`src/hw/rtl/pai_pkg.sv`:
```
// shared types and codes for the positional array insert/delete block
package pai_pkg;

  // field widths
  localparam int CMD_W    = 3;
  localparam int POS_W    = 3;
  localparam int DATA_W   = 32;
  localparam int STATUS_W = 2;
  localparam int FILL_W   = 4;

  // most results one display command emits
  localparam int MAX_RES = 8;

  // command codes
  localparam logic [CMD_W-1:0] CMD_CLEAR   = 3'd0;
  localparam logic [CMD_W-1:0] CMD_APPEND  = 3'd1;
  localparam logic [CMD_W-1:0] CMD_INSERT  = 3'd2;
  localparam logic [CMD_W-1:0] CMD_DELETE  = 3'd3;
  localparam logic [CMD_W-1:0] CMD_MINMAX  = 3'd4;
  localparam logic [CMD_W-1:0] CMD_DISPLAY = 3'd5;

  // status codes
  localparam logic [STATUS_W-1:0] STAT_OK     = 2'd0;
  localparam logic [STATUS_W-1:0] STAT_FULL   = 2'd1;
  localparam logic [STATUS_W-1:0] STAT_EMPTY  = 2'd2;
  localparam logic [STATUS_W-1:0] STAT_BADPOS = 2'd3;

  // operation broadcast to every cell of the chain
  typedef enum logic [1:0] {
    CELL_HOLD,
    CELL_INSERT,
    CELL_DELETE,
    CELL_ROTATE
  } cell_op_t;

  // controller states
  typedef enum logic {
    FSM_IDLE,
    FSM_SCAN
  } fsm_state_t;

endpackage

```
`src/hw/rtl/pai_cell.sv`:
```
// one storage cell of the element chain
module pai_cell #(
  parameter int IDX   = 0,
  parameter int CMP_W = 4
) (
  input  logic                          clk,
  input  pai_pkg::cell_op_t             op,
  input  logic [CMP_W-1:0]              pos,
  input  logic [CMP_W-1:0]              count,
  input  logic [pai_pkg::DATA_W-1:0]    value,
  input  logic [pai_pkg::DATA_W-1:0]    left,
  input  logic [pai_pkg::DATA_W-1:0]    right,
  input  logic [pai_pkg::DATA_W-1:0]    wrap,
  output logic [pai_pkg::DATA_W-1:0]    elem
);

  localparam logic [CMP_W:0] MY  = (CMP_W+1)'(IDX);
  localparam logic [CMP_W:0] MY1 = (CMP_W+1)'(IDX + 1);

  logic [pai_pkg::DATA_W-1:0] elem_next;
  logic [CMP_W:0]             pos_x;
  logic [CMP_W:0]             count_x;

  assign pos_x   = {1'b0, pos};
  assign count_x = {1'b0, count};

  // pick own value, a neighbor's, or the new element
  always_comb begin
    elem_next = elem;
    unique case (op)
      pai_pkg::CELL_INSERT: begin
        if (MY == pos_x) begin
          elem_next = value;
        end else if (MY > pos_x && MY <= count_x) begin
          elem_next = left;
        end
      end
      pai_pkg::CELL_DELETE: begin
        if (MY >= pos_x && MY1 < count_x) begin
          elem_next = right;
        end
      end
      pai_pkg::CELL_ROTATE: begin
        if (MY1 < count_x) begin
          elem_next = right;
        end else if (MY1 == count_x) begin
          elem_next = wrap;
        end
      end
      default: begin
        elem_next = elem;
      end
    endcase
  end

  always_ff @(posedge clk) begin
    elem <= elem_next;
  end

endmodule

```
`src/hw/rtl/positional_array_insert_delete.sv`:
```
// top level: command decode, scan sequencer, result register and the cell chain
//
// A bounded ordered array of signed 32-bit elements held in a chain of CAPACITY
// cells, one element per cell. Clear, append, insert and delete each return one
// result; insert and delete shift all later elements by one cell in the cycle
// the command is taken. Min/max query and display rotate the stored elements
// through cell 0 one step per cycle, so they occupy the block from acceptance
// through one rotation step per stored element (display emits the first eight
// of them, one per cycle, with last on the final one); a stalled result stalls
// the rotation. A new command is taken whenever the block is not rotating and
// the result register is empty or being drained in the same cycle.
module positional_array_insert_delete #(
  parameter int CAPACITY = 8
) (
  input  logic                                   clk,
  input  logic                                   rst,
  input  logic                                   in_valid,
  output logic                                   in_ready,
  input  logic        [pai_pkg::CMD_W-1:0]       cmd,
  input  logic        [pai_pkg::POS_W-1:0]       position,
  input  logic signed [pai_pkg::DATA_W-1:0]      value,
  output logic                                   out_valid,
  input  logic                                   out_ready,
  output logic        [pai_pkg::STATUS_W-1:0]    status,
  output logic signed [pai_pkg::DATA_W-1:0]      item_value,
  output logic signed [pai_pkg::DATA_W-1:0]      minimum,
  output logic signed [pai_pkg::DATA_W-1:0]      maximum,
  output logic        [pai_pkg::FILL_W-1:0]      fill,
  output logic                                   last
);

  localparam int CNT_W = $clog2(CAPACITY + 1);
  localparam int IDX_W = $clog2(CAPACITY);
  localparam int CMP_W = (CNT_W > pai_pkg::FILL_W) ? CNT_W : pai_pkg::FILL_W;
  localparam int RD_N  = (CAPACITY < pai_pkg::MAX_RES) ? CAPACITY : pai_pkg::MAX_RES;
  localparam logic [CMP_W-1:0] CAP_C  = CMP_W'(CAPACITY);
  localparam logic [CMP_W-1:0] MAXR_C = CMP_W'(pai_pkg::MAX_RES);

  // control registers
  pai_pkg::fsm_state_t state;
  pai_pkg::fsm_state_t state_next;
  logic [CNT_W-1:0]    count;
  logic [CNT_W-1:0]    count_next;
  logic [IDX_W-1:0]    scan_cnt;
  logic                scan_disp;
  logic [pai_pkg::DATA_W-1:0] mn_acc;
  logic [pai_pkg::DATA_W-1:0] mx_acc;

  // cell chain
  logic [pai_pkg::DATA_W-1:0] elems [CAPACITY];
  pai_pkg::cell_op_t          cell_op;
  logic [CMP_W-1:0]           cell_pos;

  // decode signals
  logic                       slot_free;
  logic                       accept;
  logic                       scan_start;
  logic                       step;
  logic                       scan_done;
  logic                       load;
  logic [CMP_W-1:0]           count_ext;
  logic [CMP_W-1:0]           pos_ext;
  logic [CMP_W-1:0]           scan_ext;
  logic [CMP_W-1:0]           shown;
  logic [pai_pkg::DATA_W-1:0] pos_elem;
  logic [pai_pkg::DATA_W-1:0] mn_new;
  logic [pai_pkg::DATA_W-1:0] mx_new;

  // result register inputs
  logic [pai_pkg::STATUS_W-1:0] status_d;
  logic [pai_pkg::DATA_W-1:0]   item_d;
  logic [pai_pkg::DATA_W-1:0]   min_d;
  logic [pai_pkg::DATA_W-1:0]   max_d;
  logic                         last_d;

  assign slot_free = !out_valid || out_ready;
  assign accept    = in_valid && in_ready;
  assign count_ext = CMP_W'(count);
  assign pos_ext   = CMP_W'(position);
  assign scan_ext  = CMP_W'(scan_cnt);
  assign shown     = (count_ext < MAXR_C) ? count_ext : MAXR_C;
  assign scan_done = step && (scan_ext == count_ext - CMP_W'(1));
  assign scan_start = accept && count != '0 &&
                      (cmd == pai_pkg::CMD_MINMAX || cmd == pai_pkg::CMD_DISPLAY);

  // element at the delete position, only the first eight cells are addressable
  always_comb begin
    pos_elem = '0;
    for (int j = 0; j < RD_N; j++) begin
      if (pos_ext == CMP_W'(j)) begin
        pos_elem = elems[j];
      end
    end
  end

  // running min/max with the element now in cell 0
  always_comb begin
    if (scan_cnt == '0) begin
      mn_new = elems[0];
      mx_new = elems[0];
    end else begin
      mn_new = ($signed(elems[0]) < $signed(mn_acc)) ? elems[0] : mn_acc;
      mx_new = ($signed(elems[0]) > $signed(mx_acc)) ? elems[0] : mx_acc;
    end
  end

  // next state
  always_comb begin
    state_next = state;
    unique case (state)
      pai_pkg::FSM_IDLE: begin
        if (scan_start) begin
          state_next = pai_pkg::FSM_SCAN;
        end
      end
      pai_pkg::FSM_SCAN: begin
        if (scan_done) begin
          state_next = pai_pkg::FSM_IDLE;
        end
      end
      default: begin
        state_next = pai_pkg::FSM_IDLE;
      end
    endcase
  end

  // outputs of the sequencer: handshake, cell operation, result contents
  always_comb begin
    in_ready   = 1'b0;
    step       = 1'b0;
    load       = 1'b0;
    cell_op    = pai_pkg::CELL_HOLD;
    cell_pos   = count_ext;
    count_next = count;
    status_d   = pai_pkg::STAT_OK;
    item_d     = '0;
    min_d      = '0;
    max_d      = '0;
    last_d     = 1'b1;
    unique case (state)
      pai_pkg::FSM_IDLE: begin
        in_ready = slot_free;
        if (in_valid && slot_free) begin
          load = 1'b1;
          unique case (cmd) inside
            pai_pkg::CMD_CLEAR: begin
              count_next = '0;
            end
            pai_pkg::CMD_APPEND: begin
              if (count_ext >= CAP_C) begin
                status_d = pai_pkg::STAT_FULL;
              end else begin
                cell_op    = pai_pkg::CELL_INSERT;
                cell_pos   = count_ext;
                count_next = count + CNT_W'(1);
              end
            end
            pai_pkg::CMD_INSERT: begin
              if (count_ext >= CAP_C) begin
                status_d = pai_pkg::STAT_FULL;
              end else if (pos_ext > count_ext) begin
                status_d = pai_pkg::STAT_BADPOS;
              end else begin
                cell_op    = pai_pkg::CELL_INSERT;
                cell_pos   = pos_ext;
                count_next = count + CNT_W'(1);
              end
            end
            pai_pkg::CMD_DELETE: begin
              if (count == '0) begin
                status_d = pai_pkg::STAT_EMPTY;
              end else if (pos_ext >= count_ext) begin
                status_d = pai_pkg::STAT_BADPOS;
              end else begin
                cell_op    = pai_pkg::CELL_DELETE;
                cell_pos   = pos_ext;
                item_d     = pos_elem;
                count_next = count - CNT_W'(1);
              end
            end
            pai_pkg::CMD_MINMAX, pai_pkg::CMD_DISPLAY: begin
              if (count == '0) begin
                status_d = pai_pkg::STAT_EMPTY;
              end else begin
                load = 1'b0;
              end
            end
            default: begin
              status_d = pai_pkg::STAT_OK;
            end
          endcase
        end
      end
      pai_pkg::FSM_SCAN: begin
        step = slot_free;
        if (slot_free) begin
          cell_op = pai_pkg::CELL_ROTATE;
          if (scan_disp) begin
            load   = scan_ext < MAXR_C;
            item_d = elems[0];
            last_d = scan_ext == shown - CMP_W'(1);
          end else begin
            load  = scan_ext == count_ext - CMP_W'(1);
            min_d = mn_new;
            max_d = mx_new;
          end
        end
      end
      default: begin
        in_ready = 1'b0;
      end
    endcase
  end

  // control state
  always_ff @(posedge clk) begin
    if (rst) begin
      state     <= pai_pkg::FSM_IDLE;
      count     <= '0;
      out_valid <= 1'b0;
    end else begin
      state <= state_next;
      count <= count_next;
      if (load) begin
        out_valid <= 1'b1;
      end else if (out_ready) begin
        out_valid <= 1'b0;
      end
    end
  end

  // scan counter, accumulators and result register
  always_ff @(posedge clk) begin
    if (scan_start) begin
      scan_cnt  <= '0;
      scan_disp <= cmd == pai_pkg::CMD_DISPLAY;
    end else if (step) begin
      scan_cnt <= scan_cnt + IDX_W'(1);
      mn_acc   <= mn_new;
      mx_acc   <= mx_new;
    end
    if (load) begin
      status     <= status_d;
      item_value <= item_d;
      minimum    <= min_d;
      maximum    <= max_d;
      fill       <= pai_pkg::FILL_W'(CMP_W'(count_next));
      last       <= last_d;
    end
  end

  // chain of cells, each sees its neighbors (cell 0 takes the new value on its left) and cell 0 for the wrap
  for (genvar g = 0; g < CAPACITY; g++) begin : g_cell
    logic [pai_pkg::DATA_W-1:0] left_in;
    logic [pai_pkg::DATA_W-1:0] right_in;

    if (g == 0) begin : g_first
      assign left_in = value;
    end else begin : g_mid_l
      assign left_in = elems[g-1];
    end
    if (g == CAPACITY - 1) begin : g_end
      assign right_in = elems[0];
    end else begin : g_mid_r
      assign right_in = elems[g+1];
    end

    pai_cell #(
      .IDX   (g),
      .CMP_W (CMP_W)
    ) u_cell (
      .clk   (clk),
      .op    (cell_op),
      .pos   (cell_pos),
      .count (count_ext),
      .value (value),
      .left  (left_in),
      .right (right_in),
      .wrap  (elems[0]),
      .elem  (elems[g])
    );
  end

`ifndef ASSERT_OFF
  // count never passes the capacity
  a_count_cap: assert property (@(posedge clk) disable iff (rst)
    count_ext <= CAP_C)
    else $error("element count above capacity");

  // no new command while elements are rotating
  a_no_accept_scan: assert property (@(posedge clk) disable iff (rst)
    state == pai_pkg::FSM_SCAN |-> !in_ready)
    else $error("input taken during scan");

  // scan index stays inside the stored elements
  a_scan_range: assert property (@(posedge clk) disable iff (rst)
    state == pai_pkg::FSM_SCAN |-> scan_ext < count_ext)
    else $error("scan index past count");

  // a result is only written into a free or draining slot
  a_load_free: assert property (@(posedge clk) disable iff (rst)
    load |-> slot_free)
    else $error("result register overwritten");

  // a scan leaves the count unchanged
  a_scan_count: assert property (@(posedge clk) disable iff (rst)
    state == pai_pkg::FSM_SCAN |=> $stable(count))
    else $error("count changed during scan");
`endif

endmodule

```
`config.mk`:
```
export PLATFORM = sky130hd
export DESIGN_NAME = positional_array_insert_delete
export DESIGN_NICKNAME = d
export VERILOG_FILES = /design/src/hw/rtl/pai_pkg.sv /design/src/hw/rtl/pai_cell.sv /design/src/hw/rtl/positional_array_insert_delete.sv
export SDC_FILE = /design/constraint.sdc
export NUM_CORES = 1
export LEC_CHECK = 0
export BUFFER_PORTS_ARGS = -buffer_cell sky130_fd_sc_hd__buf_4
export CAP_MARGIN = 10
export CORE_MARGIN = 3
export CORE_UTILIZATION = 48
export DETAILED_ROUTE_END_ITERATION = 6
export HOLD_SLACK_MARGIN = 0.05
export PLACE_DENSITY_LB_ADDON = 0.12
export SYNTH_ARGS = -nofsm -noshare
export SYNTH_HDL_FRONTEND = slang
export SYNTH_SLANG_ARGS = --single-unit
```
`constraint.sdc`:
```
create_clock -name clk -period 11.5 [get_ports clk]
set_input_delay 0.575 -clock clk [delete_from_list [all_inputs] [get_ports clk]]
set_output_delay 0.575 -clock clk [all_outputs]
set_load 0.02 [all_outputs]
```
=== Word level (Yosys, flattened, before mapping) ===
Index checks and enable logic that the tools add are counted.

* Register bits: 433
* Bits in latches: 0
* RAM bits: 0
* ROM bits: 0
* Input port bits: 42
* Output and inout bits: 105
* Logic and storage cells: 279
* Memories: 0

* Add/sub/neg operators: 4
* Multiply operators: 0
* Div/mod/pow operators: 0
* Order comparisons: 39
* Equality and inequality tests: 55
* Shift operators: 0
* Multiplexer cells: 111
* Bitwise operators: 4
* Reductions and logical operators: 45

{| class="wikitable"
|+ Operators with widths
! cell !! count
|-
| two-way mux 32 bit || 57
|-
| one-hot mux 32 bit (3 select lines) || 8
|-
| one-hot mux 32 bit (2 select lines) || 1
|-
| two-way mux 4 bit || 14
|-
| inequality test 3 x 1 -> 1 bit, second input constant || 15
|-
| == test 3 x 4 -> 1 bit, first input constant || 8
|-
| greater-than comparator 32 bit || 1
|-
| less-than comparator 32 bit || 1
|-
| AND reduction 4 bit || 8
|-
| logical AND 1 bit || 21
|-
| == test 3 bit, second input constant || 6
|-
| two-way mux 2 bit || 9
|-
| inequality test 2 x 1 -> 1 bit, second input constant || 9
|-
| == test 2 x 4 -> 1 bit, first input constant || 4
|-
| greater-or-equal comparator 3 x 4 -> 1 bit, first input constant || 4
|-
| greater-than comparator 3 x 4 -> 1 bit, first input constant || 4
|-
| less-or-equal comparator 3 x 4 -> 1 bit, first input constant || 4
|-
| less-than comparator 3 x 4 -> 1 bit, first input constant || 4
|-
| one-hot mux 4 bit (4 select lines) || 1
|-
| two-way mux 1 bit || 15
|-
| == test 3 x 2 -> 1 bit, second input constant || 4
|-
| == test 3 x 4 -> 1 bit || 2
|-
| greater-or-equal comparator 1 x 4 -> 1 bit, first input constant || 2
|-
| greater-or-equal comparator 2 x 4 -> 1 bit, first input constant || 2
|-
| other kinds (38) || 54
|}

=== Logic depth before layout (Yosys ltp) ===
* Depth in word-level cells: 14
* Gate-level depth with buffers: 14
* Mapped depth without buffers: 10

=== Modules after synthesis ===
A second synthesis with hierarchy kept.

* Cells, all modules: 2518
* Area total of the unflattened synthesis: 29858.6 sq um

{| class="wikitable"
|+ By module, submodules not included
! module !! times used !! cells each !! area each (sq um) !! sequential area each (sq um)
|-
| positional_array_insert_delete || 1 || 930 || 11353.4 || 5225.0
|-
| pai_cell (g_cell[3].u_cell) || 1 || 228 || 2685.1 || 960.9
|-
| pai_cell (g_cell[0].u_cell) || 1 || 227 || 2466.1 || 960.9
|-
| pai_cell (g_cell[1].u_cell) || 1 || 197 || 2457.4 || 960.9
|-
| pai_cell (g_cell[7].u_cell) || 1 || 225 || 2384.8 || 960.9
|-
| pai_cell (g_cell[5].u_cell) || 1 || 190 || 2259.7 || 960.9
|-
| pai_cell (g_cell[6].u_cell) || 1 || 148 || 2108.3 || 960.9
|-
| pai_cell (g_cell[2].u_cell) || 1 || 148 || 2079.5 || 960.9
|-
| pai_cell (g_cell[4].u_cell) || 1 || 225 || 2064.5 || 960.9
|}

=== Worst setup path before layout ===
OpenSTA, ideal clock, no wires.

* Path type: input -> register
* Start: input out_ready
* End: register g_cell[0].u_cell.elem[0] in the netlist's numbering, enable pin
* Setup time: 0.461 ns
* Arrival time: 5.586 ns
* Required time: 11.039 ns
* Setup slack: 5.453 ns
* Stages on the path: 7
* Path buffers: 2
* Cells stage by stage: nand2b_1 clkbuf_1 nand2_1 inv_1 clkbuf_1 a31oi_1 nor3_1

* Cells in the longest elaborated chain, start to end: 8
* Elaborated cells between the ends (all ways): 20
* Classes of those cells: order compare (2); eq/ne (6); mux (5); reduce/logical (7)

{| class="wikitable"
|+ Ends and longest elaborated chain
! item !! line !! text
|-
| start, declared || positional_array_insert_delete.sv:23 || <nowiki>input logic out_ready,</nowiki>
|-
| logical OR 1 bit (*) || positional_array_insert_delete.sv:76 || <nowiki>assign slot_free = !out_valid || out_ready;</nowiki>
|-
| logical AND 1 bit || positional_array_insert_delete.sv:143 || <nowiki>if (in_valid && slot_free) begin</nowiki>
|-
| two-way mux 4 bit || positional_array_insert_delete.sv:143 ||
|-
| two-way mux 4 bit || positional_array_insert_delete.sv:140 || <nowiki>unique case (state)</nowiki>
|-
| greater-than comparator 1 x 4 -> 1 bit or greater-or-equal comparator 1 x 4 -> 1 bit (tied branches) || pai_cell.sv:34, pai_cell.sv:39 ||
|-
| logical AND 1 bit (on tied branches) || pai_cell.sv:34, pai_cell.sv:39 ||
|-
| inequality test 3 x 1 -> 1 bit (no line) or inequality test 2 x 1 -> 1 bit (tied branches) || -- ||
|-
| AND reduction 4 bit (no line) (*) || -- ||
|-
| end signal, assigned || pai_cell.sv:57 || <nowiki>elem <= elem_next;</nowiki>
|-
| end, declared || pai_cell.sv:14 || <nowiki>output logic [pai_pkg::DATA_W-1:0] elem</nowiki>
|}

Every way passes the cells marked *; elsewhere a longest branch is shown, timed or not.
A chain may end at the register's enable or synchronous reset.

=== Worst setup path in the final report ===
* Start: register count[2]
* End: register g_cell[3].u_cell.elem[29] in the netlist's numbering, enable pin

* Cells in the longest elaborated chain, start to end: 10
* Elaborated cells between the ends (all ways): 35
* Classes of those cells: order compare (7); eq/ne (8); mux (15); reduce/logical (5)

{| class="wikitable"
|+ Ends and longest elaborated chain
! item !! line !! text
|-
| start, declared || positional_array_insert_delete.sv:42 || <nowiki>logic [CNT_W-1:0] count;</nowiki>
|-
| start signal, assigned || positional_array_insert_delete.sv:223 || <nowiki>count <= count_next;</nowiki>
|-
| greater-or-equal comparator 3 x 4 -> 1 bit or greater-than comparator 3 x 4 -> 1 bit (tied branches) || positional_array_insert_delete.sv:172, positional_array_insert_delete.sv:161 ||
|-
| two-way mux 4 bit (on tied branches) || positional_array_insert_delete.sv:172, positional_array_insert_delete.sv:161 ||
|-
| two-way mux 4 bit (on tied branches) || positional_array_insert_delete.sv:170, positional_array_insert_delete.sv:159 ||
|-
| one-hot mux 4 bit (2 select lines) || positional_array_insert_delete.sv:145 || <nowiki>unique case (cmd) inside</nowiki>
|-
| two-way mux 4 bit || positional_array_insert_delete.sv:143 ||
|-
| two-way mux 4 bit || positional_array_insert_delete.sv:140 ||
|-
| greater-than comparator 2 x 4 -> 1 bit or greater-or-equal comparator 2 x 4 -> 1 bit (tied branches) || pai_cell.sv:34, pai_cell.sv:39 ||
|-
| logical AND 1 bit (on tied branches) || pai_cell.sv:34, pai_cell.sv:39 ||
|-
| inequality test 3 x 1 -> 1 bit (no line) or inequality test 2 x 1 -> 1 bit (tied branches) || -- ||
|-
| AND reduction 4 bit (no line) (*) || -- ||
|-
| end signal, assigned || pai_cell.sv:57 ||
|-
| end, declared || pai_cell.sv:14 ||
|}

Marks and branches as above.

==> results_dict.tcl <==
set metrics [dict create \
    synth-async-reset-ratio_pct 0 \
    setup_total_negative_slack_ps 0 \
    postSynthCellCount 2184 \
    worst-slew-pin-transition_ps 1310 \
    worst_ep_arrival_time_ps 5430 \
    numCtsBuffers 48 \
    post_route_cells_drive_above_1_share_pct 17.5 \
    synthToLayoutAreaGrowth_pct 13.4 \
    largest_net_degree_at_the_start_of_global_routing 166 \
    ant_nets 0 \
    post_drt_via_cell_ratio 6.59 \
    cts.root.buffer_cell "sky130_fd_sc_hd__clkbuf_16" \
    core_region_area_um2 50500 \
    postCtsSetupBuffers 0 \
    setup_crit_end_kind "register" \
    preCtsSetupSlack_ps 6210 \
    clkPwrFrac_pct 43.5 \
    synth_area_um2 24700 \
    share_comb_of_total_power_pct 8.2 \
    number_of_placed_instances_taps_included 2854 \
    totalWireLength_um 76700 \
    drt_drc_violations_left 0 \
    power_report.internal_total_mw 2.87 \
    place_hpwl_um 46400 \
    synth_ff_type "sky130_fd_sc_hd__edfxtp_1" \
    die_h_um 233 \
    num-nets-final 2347 \
    drv_cap 0 \
    timing_max_transition_violations_final 0 \
    finish.cell_count_without_fillers 2940 \
    period_minus_slack_ps 5210 \
    wl_met1_um 32100 \
    power.leakage_nw 10.6 \
    numClockSinks 433 \
    setup-violations-final 0 \
    detailroute.wirelength.met3_um 7190 \
    total_routing_resource_utilization_after_global_routing_pct 28.1 \
    vdd_drop_max_mv 0.0961 \
    cts.clk_slew.worst_paths_ps 60 \
    yosys_register_bits 433 \
    power_switching_share_pct 23.0 \
    synth_enable_flop_cells 424 \
    die_width_um 233 \
    seqPwrFrac_pct 48.3 \
    syn_avg_cell_area_um2 11.3 \
    gp_congestion 0.846 \
    timing.max_slew.rel_slack_pct 12.5 \
    grt_remaining_overflow 0 \
    layout.cells.most_common "sky130_fd_sc_hd__edfxtp_1" \
    rows 82 \
    top_signal_layer_used "met5" \
    worstPathMaxFanout 61 \
    hold-worst-slack_ps 202 \
    grt_pass1_wl_um 116000 \
    ios 147 \
    required_ps 11720 \
    start_kind "register" \
    drt_iter0_markers 2311 \
    detail_route.first_pass.iterations 6 \
    setup_ws_ps 6290 \
    route.vias.total 19400 \
    post_cts_resized 0 \
    layout.cells.most_common_list "sky130_fd_sc_hd__edfxtp_1, sky130_fd_sc_hd__nand2_1, sky130_fd_sc_hd__buf_4" \
    hold_path_class "input pin to register" \
    net-switching-power_uw 859 \
    detail_route.wl_per_cell_um 26.1 \
    power-per-cell-area_nw_per_um2 133 \
    number_of_warnings_reported_in_the_yosys_synthesis_log 0 \
    met2_length_um 35000 \
    finalHoldViolations 0 \
    unrepaired_setup_endpoints_after_global_routing "no" \
    clock_tree.htree_level_count 2 \
    status "finished, final reports clean" \
    final_setup_skew_ps 15.8 \
    synth_top_area_share_pct 51.5 \
    post_synth_num_cell_types 70 \
    leading_cell_types_by_total_area_after_synthesis "sky130_fd_sc_hd__edfxtp_1, sky130_fd_sc_hd__mux4_2, sky130_fd_sc_hd__a221o_1" \
    floorplan.initialDensity_pct 49.0 \
    port-buffer-count 146 \
    hold_buffers 0 \
    fmax_ghz 0.192 \
    synth_sequential_area_ratio_pct 52.2 \
    finalCritPeriodShare_pct 45.3 \
    grt_antenna_before_repair 1 \
    clock_tree_from_tritoncts "built" \
    via_count_of_the_first_global_routing_pass 18900 \
    synth_nets 2299 \
    cts-root-to-sink-buffers 3 \
    worst_setup_path_class "register to register" \
    fp.dieArea_um2 54300 \
    clock_insertion_delay_worst_skew_ps 590 \
    num_antenna_cells 0 \
    synth.largest_area_cell "sky130_fd_sc_hd__edfxtp_1" \
]
## synth_stat cells (2+ instances only)
master                      number
sky130_fd_sc_hd__buf_4           5
sky130_fd_sc_hd__and4_1          2
sky130_fd_sc_hd__a21oi_1        72
sky130_fd_sc_hd__ha_1           73
sky130_fd_sc_hd__a211o_1         2
sky130_fd_sc_hd__buf_2          32
sky130_fd_sc_hd__mux2_2         32
sky130_fd_sc_hd__and3_1          4
sky130_fd_sc_hd__o22ai_1         3
sky130_fd_sc_hd__o211ai_1       38
sky130_fd_sc_hd__a2111oi_0       2
sky130_fd_sc_hd__xor2_1          2
sky130_fd_sc_hd__buf_6           3
sky130_fd_sc_hd__nand2_1       238
sky130_fd_sc_hd__mux4_2         64
sky130_fd_sc_hd__xnor2_1         6
sky130_fd_sc_hd__nand4_1         8
sky130_fd_sc_hd__and2_1         35
sky130_fd_sc_hd__o31ai_1         4
sky130_fd_sc_hd__a211oi_1        2
sky130_fd_sc_hd__nand3_1       177
sky130_fd_sc_hd__o21ai_0       146
sky130_fd_sc_hd__nor2_1         61
sky130_fd_sc_hd__nor2b_1         9
sky130_fd_sc_hd__o21ai_1       115
sky130_fd_sc_hd__dfxtp_1         9
sky130_fd_sc_hd__a221o_1       128
sky130_fd_sc_hd__nor3_1         14
sky130_fd_sc_hd__mux2i_1       100
sky130_fd_sc_hd__a41oi_1         3
sky130_fd_sc_hd__nand2b_1        9
sky130_fd_sc_hd__nand3b_1        3
sky130_fd_sc_hd__inv_1          72
sky130_fd_sc_hd__clkbuf_1      142
sky130_fd_sc_hd__a21o_1         15
sky130_fd_sc_hd__edfxtp_1      424
sky130_fd_sc_hd__o211a_1         2
sky130_fd_sc_hd__a31oi_1        12
sky130_fd_sc_hd__o21a_1          3
sky130_fd_sc_hd__buf_1          16
sky130_fd_sc_hd__a221oi_1        3
sky130_fd_sc_hd__a22oi_1        66
## path summary, 6_finish.rpt
check,to,cells past startpoint,slack [ps],from
worst min-delay path,count[0],2,200,rst
worst max-delay path,g_cell[3].u_cell.elem[29],10,6290,count[2]
worst max register to register,g_cell[3].u_cell.elem[29],10,6290,count[2]
worst min register to register,g_cell[0].u_cell.elem[12],2,570,g_cell[1].u_cell.elem[12]
## per-stage QoR
step	power, mW	instance area [um^2]	util, %
floorplan	2.02	24700	-
global placement	2.13	26400	52.3
detailed placement	2.14	26400	52.3
CTS	3.75	28000	55.5
global route	3.84	28000	55.5
finish	3.73	28000	55.5
## cell families (layout without fill, tap and decap cells)
group                      after synthesis  in the layout  share of synthesized area (%)
AOI/OAI and AO/OA                      630            630                           17.2
xor gates and xnor gates                 8              8                          0.283
adders and majority gates               73             73                           3.70
buffers and inverters                  271            355                           4.44
DFF                                    433            433                           52.2
muxes                                  198            198                           11.5
and+or+nand+nor                        571            571                           10.7
## area by class of cell
class	instances	area, um^2
clock inverter	28	354
fill	4299	22400
tap	672	841
timing repair buffer	196	1500
sequential	433	12900
inverter	73	274
clock buffer	58	1260
multi-input combinational	1480	10900
## state kept, by name (all words and copies together) (netlist names)
signal	flops
count	4
fill	4
g_cell.u_cell.elem	256
item_value	32
last	1
maximum	32
minimum	32
mn_acc	32
mx_acc	32
out_valid	1
scan_cnt	3
scan_disp	1
state	1
status	2
## power by group through the flow
stage | sequential [mW] | clock (mW) | combinational [mW]
floorplan | 1.85 | 0 | 0.174
global placement | 1.83 | 0 | 0.300
detailed placement | 1.83 | 0 | 0.304
CTS | 1.80 | 1.64 | 0.305
global route | 1.81 | 1.70 | 0.330
finish | 1.80 | 1.62 | 0.306
## critical path: stages (launching register included)
cell                       delay [ps]
sky130_fd_sc_hd__dfxtp_1          680
sky130_fd_sc_hd__clkinv_1         380
sky130_fd_sc_hd__ha_1             420
sky130_fd_sc_hd__a21oi_1          290
sky130_fd_sc_hd__and2_1           210
sky130_fd_sc_hd__a31oi_1          140
sky130_fd_sc_hd__nor2_1           340
sky130_fd_sc_hd__a31o_4           730
sky130_fd_sc_hd__a31oi_1          110
sky130_fd_sc_hd__nor3_2           910
sky130_fd_sc_hd__buf_4            580
## metal layers
metal  global-route usage, %  vias up
li1                        -     8575
met1                    40.0     9548
met2                    43.8     1079
met3                    4.90      185
met4                    9.39        2
met5                       0        -
Note: power is estimated with default switching activity, not from simulation.
